[src/cle_pkg.sv]
package cle_pkg;

    // command codes passed from the front to the back
    localparam logic [2:0] OP_PRINT  = 3'd0;
    localparam logic [2:0] OP_ERASE  = 3'd1;
    localparam logic [2:0] OP_CLEAR  = 3'd2;
    localparam logic [2:0] OP_RECALL = 3'd3;
    localparam logic [2:0] OP_ENTER  = 3'd4;

    // result kinds
    localparam logic [1:0] KIND_ECHO = 2'd0;
    localparam logic [1:0] KIND_LINE = 2'd1;
    localparam logic [1:0] KIND_END  = 2'd2;

    // character codes
    localparam logic [7:0] CH_BS     = 8'h08;
    localparam logic [7:0] CH_LF     = 8'h0A;
    localparam logic [7:0] CH_CR     = 8'h0D;
    localparam logic [7:0] CH_ESC    = 8'h1B;
    localparam logic [7:0] CH_SP     = 8'h20;
    localparam logic [7:0] CH_DEL    = 8'h7F;
    localparam logic [7:0] CH_ZERO   = 8'h30;
    localparam logic [7:0] CH_NINE   = 8'h39;
    localparam logic [7:0] CH_SEMI   = 8'h3B;
    localparam logic [7:0] CH_LBRK   = 8'h5B;
    localparam logic [7:0] CH_UPPERO = 8'h4F;
    localparam logic [7:0] CH_UPPERA = 8'h41;
    localparam logic [7:0] CH_UPPERB = 8'h42;
    localparam logic [7:0] CH_LOWERC = 8'h63;

    typedef struct packed {
        logic [2:0] op;
        logic [6:0] ch;
    } cmd_t;

    typedef struct packed {
        logic [1:0] kind;
        logic [7:0] data;
        logic       last;
    } res_t;

    // prompt text "cmd>"
    function automatic logic [7:0] prompt_char(input logic [1:0] pos);
        logic [7:0] c;
        case (pos)
            2'd0:    c = CH_LOWERC;
            2'd1:    c = 8'h6D;
            2'd2:    c = 8'h64;
            default: c = 8'h3E;
        endcase
        return c;
    endfunction

endpackage

[src/console_line_editor.sv]
// the first result of an item passes the command queue, the sequencer and the result queue
// before it shows on the result ports, where it can be popped
// the back sends one result per cycle while the result queue has room; a printable byte is
// echoed as it is taken, any other command is taken first and its results follow, and no
// new command is taken until the last result of the one before has been sent
// reset: rst_n is asynchronous active low; empties both queues, line, history and escape state
module console_line_editor #(
    parameter int LINE_LEN = 16
) (
    input  logic       clk,
    input  logic       rst_n,
    // input side
    input  logic       push,
    output logic       full,
    input  logic [7:0] rx_byte,
    // result side
    output logic       empty,
    input  logic       pop,
    output logic [1:0] out_kind,
    output logic [7:0] out_byte,
    output logic       out_last
);

    localparam int CMD_W = $bits(cle_pkg::cmd_t);
    localparam int RES_W = $bits(cle_pkg::res_t);

    // front to back command queue
    logic          accept;
    logic          cmd_push;
    cle_pkg::cmd_t front_cmd;
    cle_pkg::cmd_t back_cmd;
    logic          cmd_empty;
    logic          cmd_pop;

    // back to result queue
    logic          res_push;
    logic          res_full;
    cle_pkg::res_t back_res;
    cle_pkg::res_t head_res;

    // an item is taken whenever the command queue has room, even if it
    // only moves the escape decoder and produces no command
    assign accept = push && !full;

    // escape decoder and byte classifier
    cle_front u_front (
        .clk      (clk),
        .rst_n    (rst_n),
        .accept   (accept),
        .rx_byte  (rx_byte),
        .cmd_push (cmd_push),
        .cmd      (front_cmd)
    );

    // short command queue that lets the front keep taking items while the
    // back is busy with a long echo sequence
    cle_fifo #(
        .DATA_W (CMD_W),
        .DEPTH  (2)
    ) u_cmd_q (
        .clk   (clk),
        .rst_n (rst_n),
        .push  (cmd_push),
        .wdata (front_cmd),
        .full  (full),
        .pop   (cmd_pop),
        .rdata (back_cmd),
        .empty (cmd_empty)
    );

    // sequencer owning the line and history stores
    cle_back #(
        .LINE_LEN (LINE_LEN)
    ) u_back (
        .clk       (clk),
        .rst_n     (rst_n),
        .cmd_empty (cmd_empty),
        .cmd       (back_cmd),
        .cmd_pop   (cmd_pop),
        .out_full  (res_full),
        .out_push  (res_push),
        .res       (back_res)
    );

    // result queue decouples the sequencer from the consumer
    cle_fifo #(
        .DATA_W (RES_W),
        .DEPTH  (2)
    ) u_res_q (
        .clk   (clk),
        .rst_n (rst_n),
        .push  (res_push),
        .wdata (back_res),
        .full  (res_full),
        .pop   (pop),
        .rdata (head_res),
        .empty (empty)
    );

    assign out_kind = head_res.kind;
    assign out_byte = head_res.data;
    assign out_last = head_res.last;

endmodule

[src/cle_fifo.sv]
module cle_fifo #(
    parameter int DATA_W = 8,
    parameter int DEPTH  = 2
) (
    input  logic              clk,
    input  logic              rst_n,
    input  logic              push,
    input  logic [DATA_W-1:0] wdata,
    output logic              full,
    input  logic              pop,
    output logic [DATA_W-1:0] rdata,
    output logic              empty
);

    localparam int PTR_W = (DEPTH > 1) ? $clog2(DEPTH) : 1;
    localparam int CNT_W = $clog2(DEPTH + 1);

    logic [DATA_W-1:0] mem [DEPTH];
    logic [PTR_W-1:0]  wptr_reg;
    logic [PTR_W-1:0]  wptr_next;
    logic [PTR_W-1:0]  rptr_reg;
    logic [PTR_W-1:0]  rptr_next;
    logic [CNT_W-1:0]  cnt_reg;
    logic [CNT_W-1:0]  cnt_next;
    logic              do_push;
    logic              do_pop;

    assign full    = (cnt_reg == CNT_W'(DEPTH));
    assign empty   = (cnt_reg == '0);
    assign do_push = push && !full;
    assign do_pop  = pop && !empty;
    assign rdata   = mem[rptr_reg];

    always_comb
    begin
        wptr_next = wptr_reg;
        rptr_next = rptr_reg;
        cnt_next  = cnt_reg;
        if (do_push)
        begin
            wptr_next = (wptr_reg == PTR_W'(DEPTH - 1)) ? '0 : wptr_reg + 1'b1;
        end
        if (do_pop)
        begin
            rptr_next = (rptr_reg == PTR_W'(DEPTH - 1)) ? '0 : rptr_reg + 1'b1;
        end
        if (do_push && !do_pop)
        begin
            cnt_next = cnt_reg + 1'b1;
        end
        else if (do_pop && !do_push)
        begin
            cnt_next = cnt_reg - 1'b1;
        end
    end

    always_ff @(posedge clk or negedge rst_n)
    begin
        if (!rst_n)
        begin
            wptr_reg <= '0;
            rptr_reg <= '0;
            cnt_reg  <= '0;
        end
        else
        begin
            wptr_reg <= wptr_next;
            rptr_reg <= rptr_next;
            cnt_reg  <= cnt_next;
        end
    end

    always_ff @(posedge clk)
    begin
        if (do_push)
        begin
            mem[wptr_reg] <= wdata;
        end
    end

endmodule

[src/cle_front.sv]
module cle_front (
    input  logic          clk,
    input  logic          rst_n,
    input  logic          accept,
    input  logic [7:0]    rx_byte,
    output logic          cmd_push,
    output cle_pkg::cmd_t cmd
);

    localparam logic [1:0] PH_NORMAL = 2'd0;
    localparam logic [1:0] PH_ESC    = 2'd1;
    localparam logic [1:0] PH_CSI    = 2'd2;

    logic [1:0] phase_reg;
    logic [1:0] phase_next;
    logic       has_cmd;
    logic [2:0] op;
    logic       is_param;

    assign is_param = ((rx_byte >= cle_pkg::CH_ZERO) && (rx_byte <= cle_pkg::CH_NINE))
                      || (rx_byte == cle_pkg::CH_SEMI);

    always_comb
    begin
        phase_next = phase_reg;
        has_cmd    = 1'b0;
        op         = cle_pkg::OP_PRINT;
        unique case (phase_reg)
            PH_CSI:
            begin
                if (!is_param)
                begin
                    phase_next = PH_NORMAL;
                    if (rx_byte == cle_pkg::CH_UPPERA)
                    begin
                        has_cmd = 1'b1;
                        op      = cle_pkg::OP_RECALL;
                    end
                    else if (rx_byte == cle_pkg::CH_UPPERB)
                    begin
                        has_cmd = 1'b1;
                        op      = cle_pkg::OP_CLEAR;
                    end
                end
            end
            PH_ESC:
            begin
                phase_next = ((rx_byte == cle_pkg::CH_LBRK) || (rx_byte == cle_pkg::CH_UPPERO))
                             ? PH_CSI : PH_NORMAL;
            end
            default:
            begin
                phase_next = PH_NORMAL;
                if (rx_byte == cle_pkg::CH_ESC)
                begin
                    phase_next = PH_ESC;
                end
                else if (rx_byte == cle_pkg::CH_CR)
                begin
                    has_cmd = 1'b1;
                    op      = cle_pkg::OP_ENTER;
                end
                else if ((rx_byte == cle_pkg::CH_BS) || (rx_byte == cle_pkg::CH_DEL))
                begin
                    has_cmd = 1'b1;
                    op      = cle_pkg::OP_ERASE;
                end
                else if ((rx_byte >= cle_pkg::CH_SP) && (rx_byte < cle_pkg::CH_DEL))
                begin
                    has_cmd = 1'b1;
                    op      = cle_pkg::OP_PRINT;
                end
            end
        endcase
    end

    assign cmd_push = accept && has_cmd;
    assign cmd.op   = op;
    assign cmd.ch   = rx_byte[6:0];

    always_ff @(posedge clk or negedge rst_n)
    begin
        if (!rst_n)
        begin
            phase_reg <= PH_NORMAL;
        end
        else if (accept)
        begin
            phase_reg <= phase_next;
        end
    end

endmodule

[src/cle_back.sv]
module cle_back #(
    parameter int LINE_LEN = 16
) (
    input  logic          clk,
    input  logic          rst_n,
    input  logic          cmd_empty,
    input  cle_pkg::cmd_t cmd,
    output logic          cmd_pop,
    input  logic          out_full,
    output logic          out_push,
    output cle_pkg::res_t res
);

    localparam int DEPTH = LINE_LEN - 1;
    localparam int CNT_W = $clog2(LINE_LEN);
    localparam int IDX_W = $clog2(LINE_LEN - 1);

    localparam logic [2:0] S_IDLE   = 3'd0;
    localparam logic [2:0] S_ERASE  = 3'd1;
    localparam logic [2:0] S_RECALL = 3'd2;
    localparam logic [2:0] S_CR     = 3'd3;
    localparam logic [2:0] S_LF     = 3'd4;
    localparam logic [2:0] S_LINE   = 3'd5;
    localparam logic [2:0] S_END    = 3'd6;
    localparam logic [2:0] S_PROMPT = 3'd7;

    localparam logic [1:0] ER_ONE    = 2'd0;
    localparam logic [1:0] ER_ALL    = 2'd1;
    localparam logic [1:0] ER_RECALL = 2'd2;

    logic [6:0]       line_mem [DEPTH];
    logic [6:0]       hist_mem [DEPTH];

    logic [2:0]       state_reg;
    logic [2:0]       state_next;
    logic [1:0]       mode_reg;
    logic [1:0]       mode_next;
    logic [1:0]       sub_reg;
    logic [1:0]       sub_next;
    logic [IDX_W-1:0] idx_reg;
    logic [IDX_W-1:0] idx_next;
    logic [CNT_W-1:0] count_reg;
    logic [CNT_W-1:0] count_next;
    logic [CNT_W-1:0] hist_reg;
    logic [CNT_W-1:0] hist_next;

    logic             line_we;
    logic [IDX_W-1:0] line_waddr;
    logic [6:0]       line_wdata;
    logic             hist_we;
    logic             erase_done;
    logic             to_recall;
    logic             idx_at_end;

    always_comb
    begin
        state_next = state_reg;
        mode_next  = mode_reg;
        sub_next   = sub_reg;
        idx_next   = idx_reg;
        count_next = count_reg;
        hist_next  = hist_reg;
        cmd_pop    = 1'b0;
        out_push   = 1'b0;
        res.kind   = cle_pkg::KIND_ECHO;
        res.data   = cle_pkg::CH_BS;
        res.last   = 1'b0;
        line_we    = 1'b0;
        line_waddr = idx_reg;
        line_wdata = hist_mem[idx_reg];
        hist_we    = 1'b0;
        erase_done = (mode_reg == ER_ONE) || (count_reg == CNT_W'(1));
        to_recall  = (mode_reg == ER_RECALL) && (hist_reg != '0);
        idx_at_end = 1'b0;

        unique case (state_reg)
            S_IDLE:
            begin
                if (!cmd_empty)
                begin
                    case (cmd.op)
                        cle_pkg::OP_PRINT:
                        begin
                            if (!out_full)
                            begin
                                cmd_pop  = 1'b1;
                                out_push = 1'b1;
                                res.data = {1'b0, cmd.ch};
                                res.last = 1'b1;
                                if (count_reg < CNT_W'(DEPTH))
                                begin
                                    line_we    = 1'b1;
                                    line_waddr = count_reg[IDX_W-1:0];
                                    line_wdata = cmd.ch;
                                    count_next = count_reg + 1'b1;
                                end
                            end
                        end
                        cle_pkg::OP_ERASE:
                        begin
                            cmd_pop   = 1'b1;
                            mode_next = ER_ONE;
                            sub_next  = '0;
                            if (count_reg != '0)
                            begin
                                state_next = S_ERASE;
                            end
                        end
                        cle_pkg::OP_CLEAR:
                        begin
                            cmd_pop   = 1'b1;
                            mode_next = ER_ALL;
                            sub_next  = '0;
                            if (count_reg != '0)
                            begin
                                state_next = S_ERASE;
                            end
                        end
                        cle_pkg::OP_RECALL:
                        begin
                            cmd_pop   = 1'b1;
                            mode_next = ER_RECALL;
                            sub_next  = '0;
                            idx_next  = '0;
                            if (count_reg != '0)
                            begin
                                state_next = S_ERASE;
                            end
                            else if (hist_reg != '0)
                            begin
                                state_next = S_RECALL;
                            end
                        end
                        cle_pkg::OP_ENTER:
                        begin
                            cmd_pop    = 1'b1;
                            state_next = S_CR;
                        end
                        default:
                        begin
                            cmd_pop = 1'b1;
                        end
                    endcase
                end
            end
            S_ERASE:
            begin
                if (!out_full)
                begin
                    out_push = 1'b1;
                    res.data = (sub_reg == 2'd1) ? cle_pkg::CH_SP : cle_pkg::CH_BS;
                    if (sub_reg == 2'd2)
                    begin
                        sub_next   = '0;
                        count_next = count_reg - 1'b1;
                        if (erase_done)
                        begin
                            res.last   = !to_recall;
                            idx_next   = '0;
                            state_next = to_recall ? S_RECALL : S_IDLE;
                        end
                    end
                    else
                    begin
                        sub_next = sub_reg + 1'b1;
                    end
                end
            end
            S_RECALL:
            begin
                idx_at_end = (CNT_W'(idx_reg) == CNT_W'(hist_reg - 1'b1));
                if (!out_full)
                begin
                    out_push = 1'b1;
                    res.data = {1'b0, hist_mem[idx_reg]};
                    res.last = idx_at_end;
                    line_we  = 1'b1;
                    if (idx_at_end)
                    begin
                        idx_next   = '0;
                        count_next = hist_reg;
                        state_next = S_IDLE;
                    end
                    else
                    begin
                        idx_next = idx_reg + 1'b1;
                    end
                end
            end
            S_CR:
            begin
                if (!out_full)
                begin
                    out_push   = 1'b1;
                    res.data   = cle_pkg::CH_CR;
                    state_next = S_LF;
                end
            end
            S_LF:
            begin
                if (!out_full)
                begin
                    out_push   = 1'b1;
                    res.data   = cle_pkg::CH_LF;
                    idx_next   = '0;
                    state_next = (count_reg != '0) ? S_LINE : S_END;
                end
            end
            S_LINE:
            begin
                idx_at_end = (CNT_W'(idx_reg) == CNT_W'(count_reg - 1'b1));
                if (!out_full)
                begin
                    out_push = 1'b1;
                    res.kind = cle_pkg::KIND_LINE;
                    res.data = {1'b0, line_mem[idx_reg]};
                    hist_we  = 1'b1;
                    if (idx_at_end)
                    begin
                        idx_next   = '0;
                        hist_next  = count_reg;
                        state_next = S_END;
                    end
                    else
                    begin
                        idx_next = idx_reg + 1'b1;
                    end
                end
            end
            S_END:
            begin
                if (!out_full)
                begin
                    out_push   = 1'b1;
                    res.kind   = cle_pkg::KIND_END;
                    res.data   = 8'(count_reg);
                    count_next = '0;
                    sub_next   = '0;
                    state_next = S_PROMPT;
                end
            end
            default:
            begin
                if (!out_full)
                begin
                    out_push = 1'b1;
                    res.data = cle_pkg::prompt_char(sub_reg);
                    if (sub_reg == 2'd3)
                    begin
                        res.last   = 1'b1;
                        sub_next   = '0;
                        state_next = S_IDLE;
                    end
                    else
                    begin
                        sub_next = sub_reg + 1'b1;
                    end
                end
            end
        endcase
    end

    always_ff @(posedge clk or negedge rst_n)
    begin
        if (!rst_n)
        begin
            state_reg <= S_IDLE;
            mode_reg  <= ER_ONE;
            sub_reg   <= '0;
            idx_reg   <= '0;
            count_reg <= '0;
            hist_reg  <= '0;
        end
        else
        begin
            state_reg <= state_next;
            mode_reg  <= mode_next;
            sub_reg   <= sub_next;
            idx_reg   <= idx_next;
            count_reg <= count_next;
            hist_reg  <= hist_next;
        end
    end

    // line and history stores, entries only read below their count
    always_ff @(posedge clk)
    begin
        if (line_we)
        begin
            line_mem[line_waddr] <= line_wdata;
        end
        if (hist_we)
        begin
            hist_mem[idx_reg] <= line_mem[idx_reg];
        end
    end

endmodule

[config.mk]
export PLATFORM = sky130hd
export DESIGN_NAME = console_line_editor
export DESIGN_NICKNAME = d
export VERILOG_FILES = /design/src/cle_pkg.sv /design/src/console_line_editor.sv /design/src/cle_fifo.sv /design/src/cle_front.sv /design/src/cle_back.sv
export SDC_FILE = /design/constraint.sdc
export NUM_CORES = 1
export LEC_CHECK = 0
export ABC_AREA = 1
export BUFFER_PORTS_ARGS = -buffer_cell sky130_fd_sc_hd__buf_2
export CORE_ASPECT_RATIO = 0.5
export CORE_MARGIN = 3
export CORE_UTILIZATION = 25
export CTS_CLUSTER_SIZE = 8
export DETAILED_ROUTE_END_ITERATION = 10
export SYNTH_ARGS = -nofsm -noshare
export SYNTH_HDL_FRONTEND = slang
export SYNTH_HIERARCHICAL = 1
export SYNTH_SLANG_ARGS = --single-unit
[constraint.sdc]
create_clock -name clk -period 2.25 [get_ports clk]
set_input_delay 0.3375 -clock clk [delete_from_list [all_inputs] [get_ports clk]]
set_output_delay 0.3375 -clock clk [all_outputs]
set_load 0.02 [all_outputs]
[Yosys cells after proc, flatten, opt, wreduce, memory -nomap -nowiden]
Memories as Yosys holds them, arrays and structs flattened.
Index checks and enable logic that the tools add are counted.
Operators by class
  muxes and demuxes: 125
  $add $sub $neg: 13
  reduce and logical (&&, ||, !) cells: 51
  magnitude comparators: 5
  bitwise operators: 3
  eq/ne operators: 51
Operators by type and width (count)
  $mux W4: 23
  $mux W3: 21
  $pmux W8 S7: 1
  $mux W9: 5
  $eq A8 B7 Y1 const B: 5
  $mux W1: 36
  $mux W7: 5
  $mux W2: 17
  $ne A2 B2 Y1 const B: 13
  $pmux W3 S7: 1
  $pmux W7 S3: 1
  $pmux W4 S5: 1
  $eq A8 B4 Y1 const B: 2
  $ge A8 B6 Y1 const B: 2
  $mux W8: 2
  $pmux W4 S4: 1
  $reduce_and A16 Y1: 1
  $logic_and A1 B1 Y1: 13
  $eq A2 B2 Y1 const B: 6
  $eq A3 B2 Y1 const B: 4
  $eq A3 B3 Y1 const B: 4
  $reduce_bool A4 Y1: 3
  $mux W10: 1
  $ne A2 B1 Y1 const B: 5
  42 further kinds: 75
Storage, ports and cells
  bits in registers: 29
  output and inout port bits: 13
  bits of input ports: 12
  logic and storage cells: 265
  RAM bits: 252
  memories: 4
Memories
  u_back.hist_mem: depth 15, bits a word 7, read ports 1, clocked after Yosys merged registers in 0, write ports 1, line cle_back.sv:32  | logic [6:0] hist_mem [DEPTH];
  u_back.line_mem: depth 15, bits a word 7, read ports 1, clocked after Yosys merged registers in 0, write ports 1, line cle_back.sv:31  | logic [6:0] line_mem [DEPTH];
  u_res_q.mem: depth 2, bits a word 11, read ports 1, clocked after Yosys merged registers in 0, write ports 1, line cle_fifo.sv:18  | logic [DATA_W-1:0] mem [DEPTH];
  u_cmd_q.mem: depth 2, bits a word 10, read ports 1, clocked after Yosys merged registers in 0, write ports 1, line cle_fifo.sv:18

[Longest topological paths before layout]
  depth after elaboration: 13
  mapped depth: 17
  mapped depth without buffers: 17

[By module]
The synthesis kept the hierarchy.
By module, submodules not included
  cle_back: instances 1, area an instance 10755.3 µm², cells each 1064, sequential area each 6781.5 µm²
  cle_fifo (u_res_q): instances 1, area an instance 1028.5 µm², cells each 89, sequential area each 760.7 µm²
  cle_fifo (u_cmd_q): instances 1, area an instance 957.2 µm², cells each 84, sequential area each 700.7 µm²
  cle_front: instances 1, area an instance 404.1 µm², cells each 77, sequential area each 50.0 µm²
  console_line_editor: instances 1, area an instance 10.0 µm², cells each 2, sequential area each 0.0 µm²

[Worst setup path before layout]
Ideal clock, no wire load.
  path type: register to register
  start: register u_cmd_q.rptr_reg
  end: memory u_back.line_mem[11][0] (enable)
  setup slack: -0.113 ns
  data required time: 1.890 ns
  clock period less this slack: 2.363 ns
  library setup time: 0.360 ns
  path buffers: 2
  cell stages (with the launch flop): 14
  arrival: 2.003 ns
  path through: dfrtp_1 -> buf_2 -> nand2_1 -> nand2_1 -> inv_1 -> nand2_1 -> nor3_2 -> nand2_4 -> nor2_4 -> buf_4 -> o22ai_2 -> nor2_1 -> nand2_1 -> nor2_1
RTL lines
  from (decl): line cle_fifo.sv:21  | logic [PTR_W-1:0] rptr_reg;
  from (signal assigned): line cle_fifo.sv:68  | rptr_reg <= rptr_next;
  to (decl): line cle_back.sv:31

==> impl_metrics.toml <==
[drt]
dr.pass1.iters = 5
num_vias = 9728
met1_length_mm = 15.4
vias_per_cell = 4.49
dr_wl_met3_mm = 1.92
ant_nets = 0
drc = 0
drt-total-wl_mm = 34.2
wl_met2_mm = 16.2
highest_layer = "met4"
wl_per_cell_um = 15.8
drt-initial-drc-count = 813

[placement]
dp_hpwl_mm = 23.1
dp_cells = 2087
port_buffers = 24
place_congestion = 0.904

[worst_hold_path]
worstHoldStart = "rx_byte[5]"
hold_path_end = "u_cmd_q/mem[0][5]"
hold-path-cell-count = 1
hold_class = "primary input to flop"

[timing]
finalHoldViolCount = 0
maxSlewViolCount = 0
skew_ns = 0.0191
tns_ns = -3.56
max_freq_ghz = 0.433
whs_ns = 0.0675
period_share_pct = 103
relSlewSlack_pct = 51.3
setup_viol = 105
tightest_slew_ns = 0.730
worst_slack_ns = -0.0595
post-route-min-period_ns = 2.31
rsz0062_at_grt = "true"

[logic_synthesis]
synth-edff-count = 252
syn_inst = 1316
synth_area_leader_cell = "edfxtp_1"
ys_types = 47
avgSynthCellArea_um2 = 10.0
syn_area_um2 = 13200
syn-num-nets = 1349
yosysTopAreaCellShare_pct = 57.5
yosys_warnings = 6
ys_ff_latch = 281
yosysSeqAreaShare_pct = 63.0
synth_ff_type = "edfxtp_1"
synth-async-reset-ratio_pct = 10.3
yosys-top-cells-area = "edfxtp_1 (58%), nand2_1 (9.0%), dfrtp_1 (5.5%), nor2_1 (5.4%), o21ai_0 (3.3%)"

[setup_path]
path_class = "flop to flop"
crit_slowest_cell = "dfrtp_2"
crit_family = "simple AND/OR/NAND/NOR gates"
worst-path-buf-inv = 5
critPathCaptureType = "flop"
crit_arrival_ns = 2.53
path_max_fanout = 7
crit_top_cell = "nand2_4"
required_ns = 2.47
worstPathCellList = "inv_4 -> buf_6 -> nand2_4 -> nand2_4 -> nor3_4 -> nand2_4 -> nor2_4 -> clkinv_4 -> nand2_2 -> o21ai_4 -> inv_2 -> nand2_4 -> nor2_2 -> buf_6"
max_stage_delay_ns = 0.43
critPathLaunchType = "flop"
rr_endpoint = "u_back/line_mem[7][6]"
r2r_cells = 14
r2r_start = "u_cmd_q/rptr_reg"
r2r_setup_slack_ns = -0.06

[clock_tree]
cts_sinks = 281
clkLatencyLatePin_ns = 0.52
cts_tree = "done"
cts.path.max_buffers = 3
cts_buffers = 41
cts_root_buffer = "clkbuf_16"
htree_levels = 2
clk_pin_slew_worst_paths_ns = 0.05

[power_and_ir_drop]
pwr_density_cell_nw_per_um2 = 1110
irDropWorstVdd_v = 0.000499
power_mw = 18.4
power.leakage_nw = 6.66

[global_route]
grt_max_degree = 54
grt_pass1_vias = 9439
antenna_found_initial = 0
grt_util_all_layers_pct = 12.0
overflow = 0
grt_pass1_wl_mm = 52.9

[status]
violations = "setup timing"
status = "finished, violations left"

[finish]
stdcell_count = 2165
diodes = 0
syn2layout_area_growth_pct = 26.6
final_util_pct = 32.6
top_regs = "u_back/hist_mem x105, u_back/line_mem x105, u_res_q/mem x22"
nets = 1494
drive_gt1_share_pct = 22.1

[floorplan]
fp.dieW_um = 330
start_util_pct = 25.7
core_area_um2 = 51100
io_pins = 25
rows = 58
die-area_um2 = 55600
die_y_um = 168

[job]
maxCapViolCount = 0
## worst max-delay path by stage
stage	startpoint	to	slack (ns)	cells after the start
2_1_floorplan	u_cmd_q/rptr_reg	u_back/line_mem[11][0]	-0.11	13
3_3_place_gp	u_cmd_q/rptr_reg	u_back/line_mem[6][3]	-0.04	13
3_5_place_dp	u_cmd_q/rptr_reg	u_back/line_mem[1][3]	-0.11	13
4_1_cts	u_cmd_q/rptr_reg	u_back/line_mem[7][1]	-0.04	15
5_1_grt	u_cmd_q/rptr_reg	u_back/line_mem[11][3]	-0.20	14
6_report	u_cmd_q/rptr_reg	u_back/line_mem[7][6]	-0.06	14
## where the power goes
| group | switching [mW] | internal (mW) |
|---|---|---|
| logic | 3.94 | 2.19 |
| registers | 0.212 | 6.65 |
| clock network | 2.05 | 3.39 |
| total | 6.20 | 12.2 |
## cell usage in the layout (no fill, tap or decap), types with 12 or more instances in the layout
cell / n
buf_6: 24
dfrtp_1: 26
clkbuf_16: 41
o21ai_1: 23
ha_1: 20
o21ai_0: 81
o211ai_1: 18
inv_1: 97
buf_12: 18
inv_2: 26
edfxtp_1: 252
clkbuf_1: 13
nand2_4: 12
nand4_1: 28
nand3_1: 62
buf_2: 24
nand2_1: 295
nor2_4: 15
nor2_1: 171
nand2_2: 14
buf_4: 91
nor2_2: 18
## area by class of cell
type / count / area (um^2)
Multi-Input combinational cell: 850 / 4400
Inverter: 128 / 490
Timing Repair Buffer: 159 / 1480
Clock inverter: 3 / 47.5
Fill cell: 5175 / 34400
Tap cell: 690 / 863
Sequential cell: 281 / 8300
Clock buffer: 54 / 1070
## per-layer routing
layer,vias up,global-route usage (%)
li1,4722,-
met1,4709,16.3
met2,249,20.1
met3,48,2.17
met4,0,2.68
met5,-,0
## stage by stage
step,setup slack [ns],instance area (um^2)
5_1_grt,-0.201,16700
2_1_floorplan,-0.113,13200
3_5_place_dp,-0.106,14900
4_1_cts,-0.0393,16300
6_report,-0.0595,16700
3_3_place_gp,-0.0389,14900
## cell usage after synthesis, types with 2 or more instances
cell type	count
nor2_1	190
inv_1	104
xnor2_1	4
edfxtp_1	252
nor3_1	5
buf_1	6
nand2_2	2
and2_1	3
a32oi_1	2
nor2_2	8
buf_4	9
nor2_4	6
o211ai_1	18
nor3_2	2
o31a_1	3
o21a_1	3
xor2_1	8
nand2_1	317
ha_1	21
or2_2	11
o21ai_0	87
dfrtp_1	29
a22oi_1	3
o21ai_2	3
inv_2	22
buf_2	23
nand2_4	2
o22ai_1	11
and3_1	3
clkbuf_1	16
buf_6	2
nand3_1	66
a21oi_1	12
clkinv_1	2
nand4_1	28
o21ai_1	21
nand3b_1	2
## logic make-up (layout without fill, tap and decap cells)
group	Yosys count	after routing	share of synthesized area, %
buffers and inverters	185	344	5.88
AOI/OAI and AO/OA	169	169	7.40
xor gates and xnor gates	12	12	0.799
other	1	1	0.0285
adders and majority gates	21	21	2.00
and+or+nand+nor	647	647	20.9
DFF	281	281	63.0
## repair_timing
action,in CTS,in global routing
hold buffers,1,0
gates resized for setup,30,96
endpoints found under the hold margin,29,0
pin swaps,12,22
gates cloned,1,2
endpoints found under the setup margin,176,429
buffers inserted,9,8
Note: power is estimated with default switching activity, not from simulation.
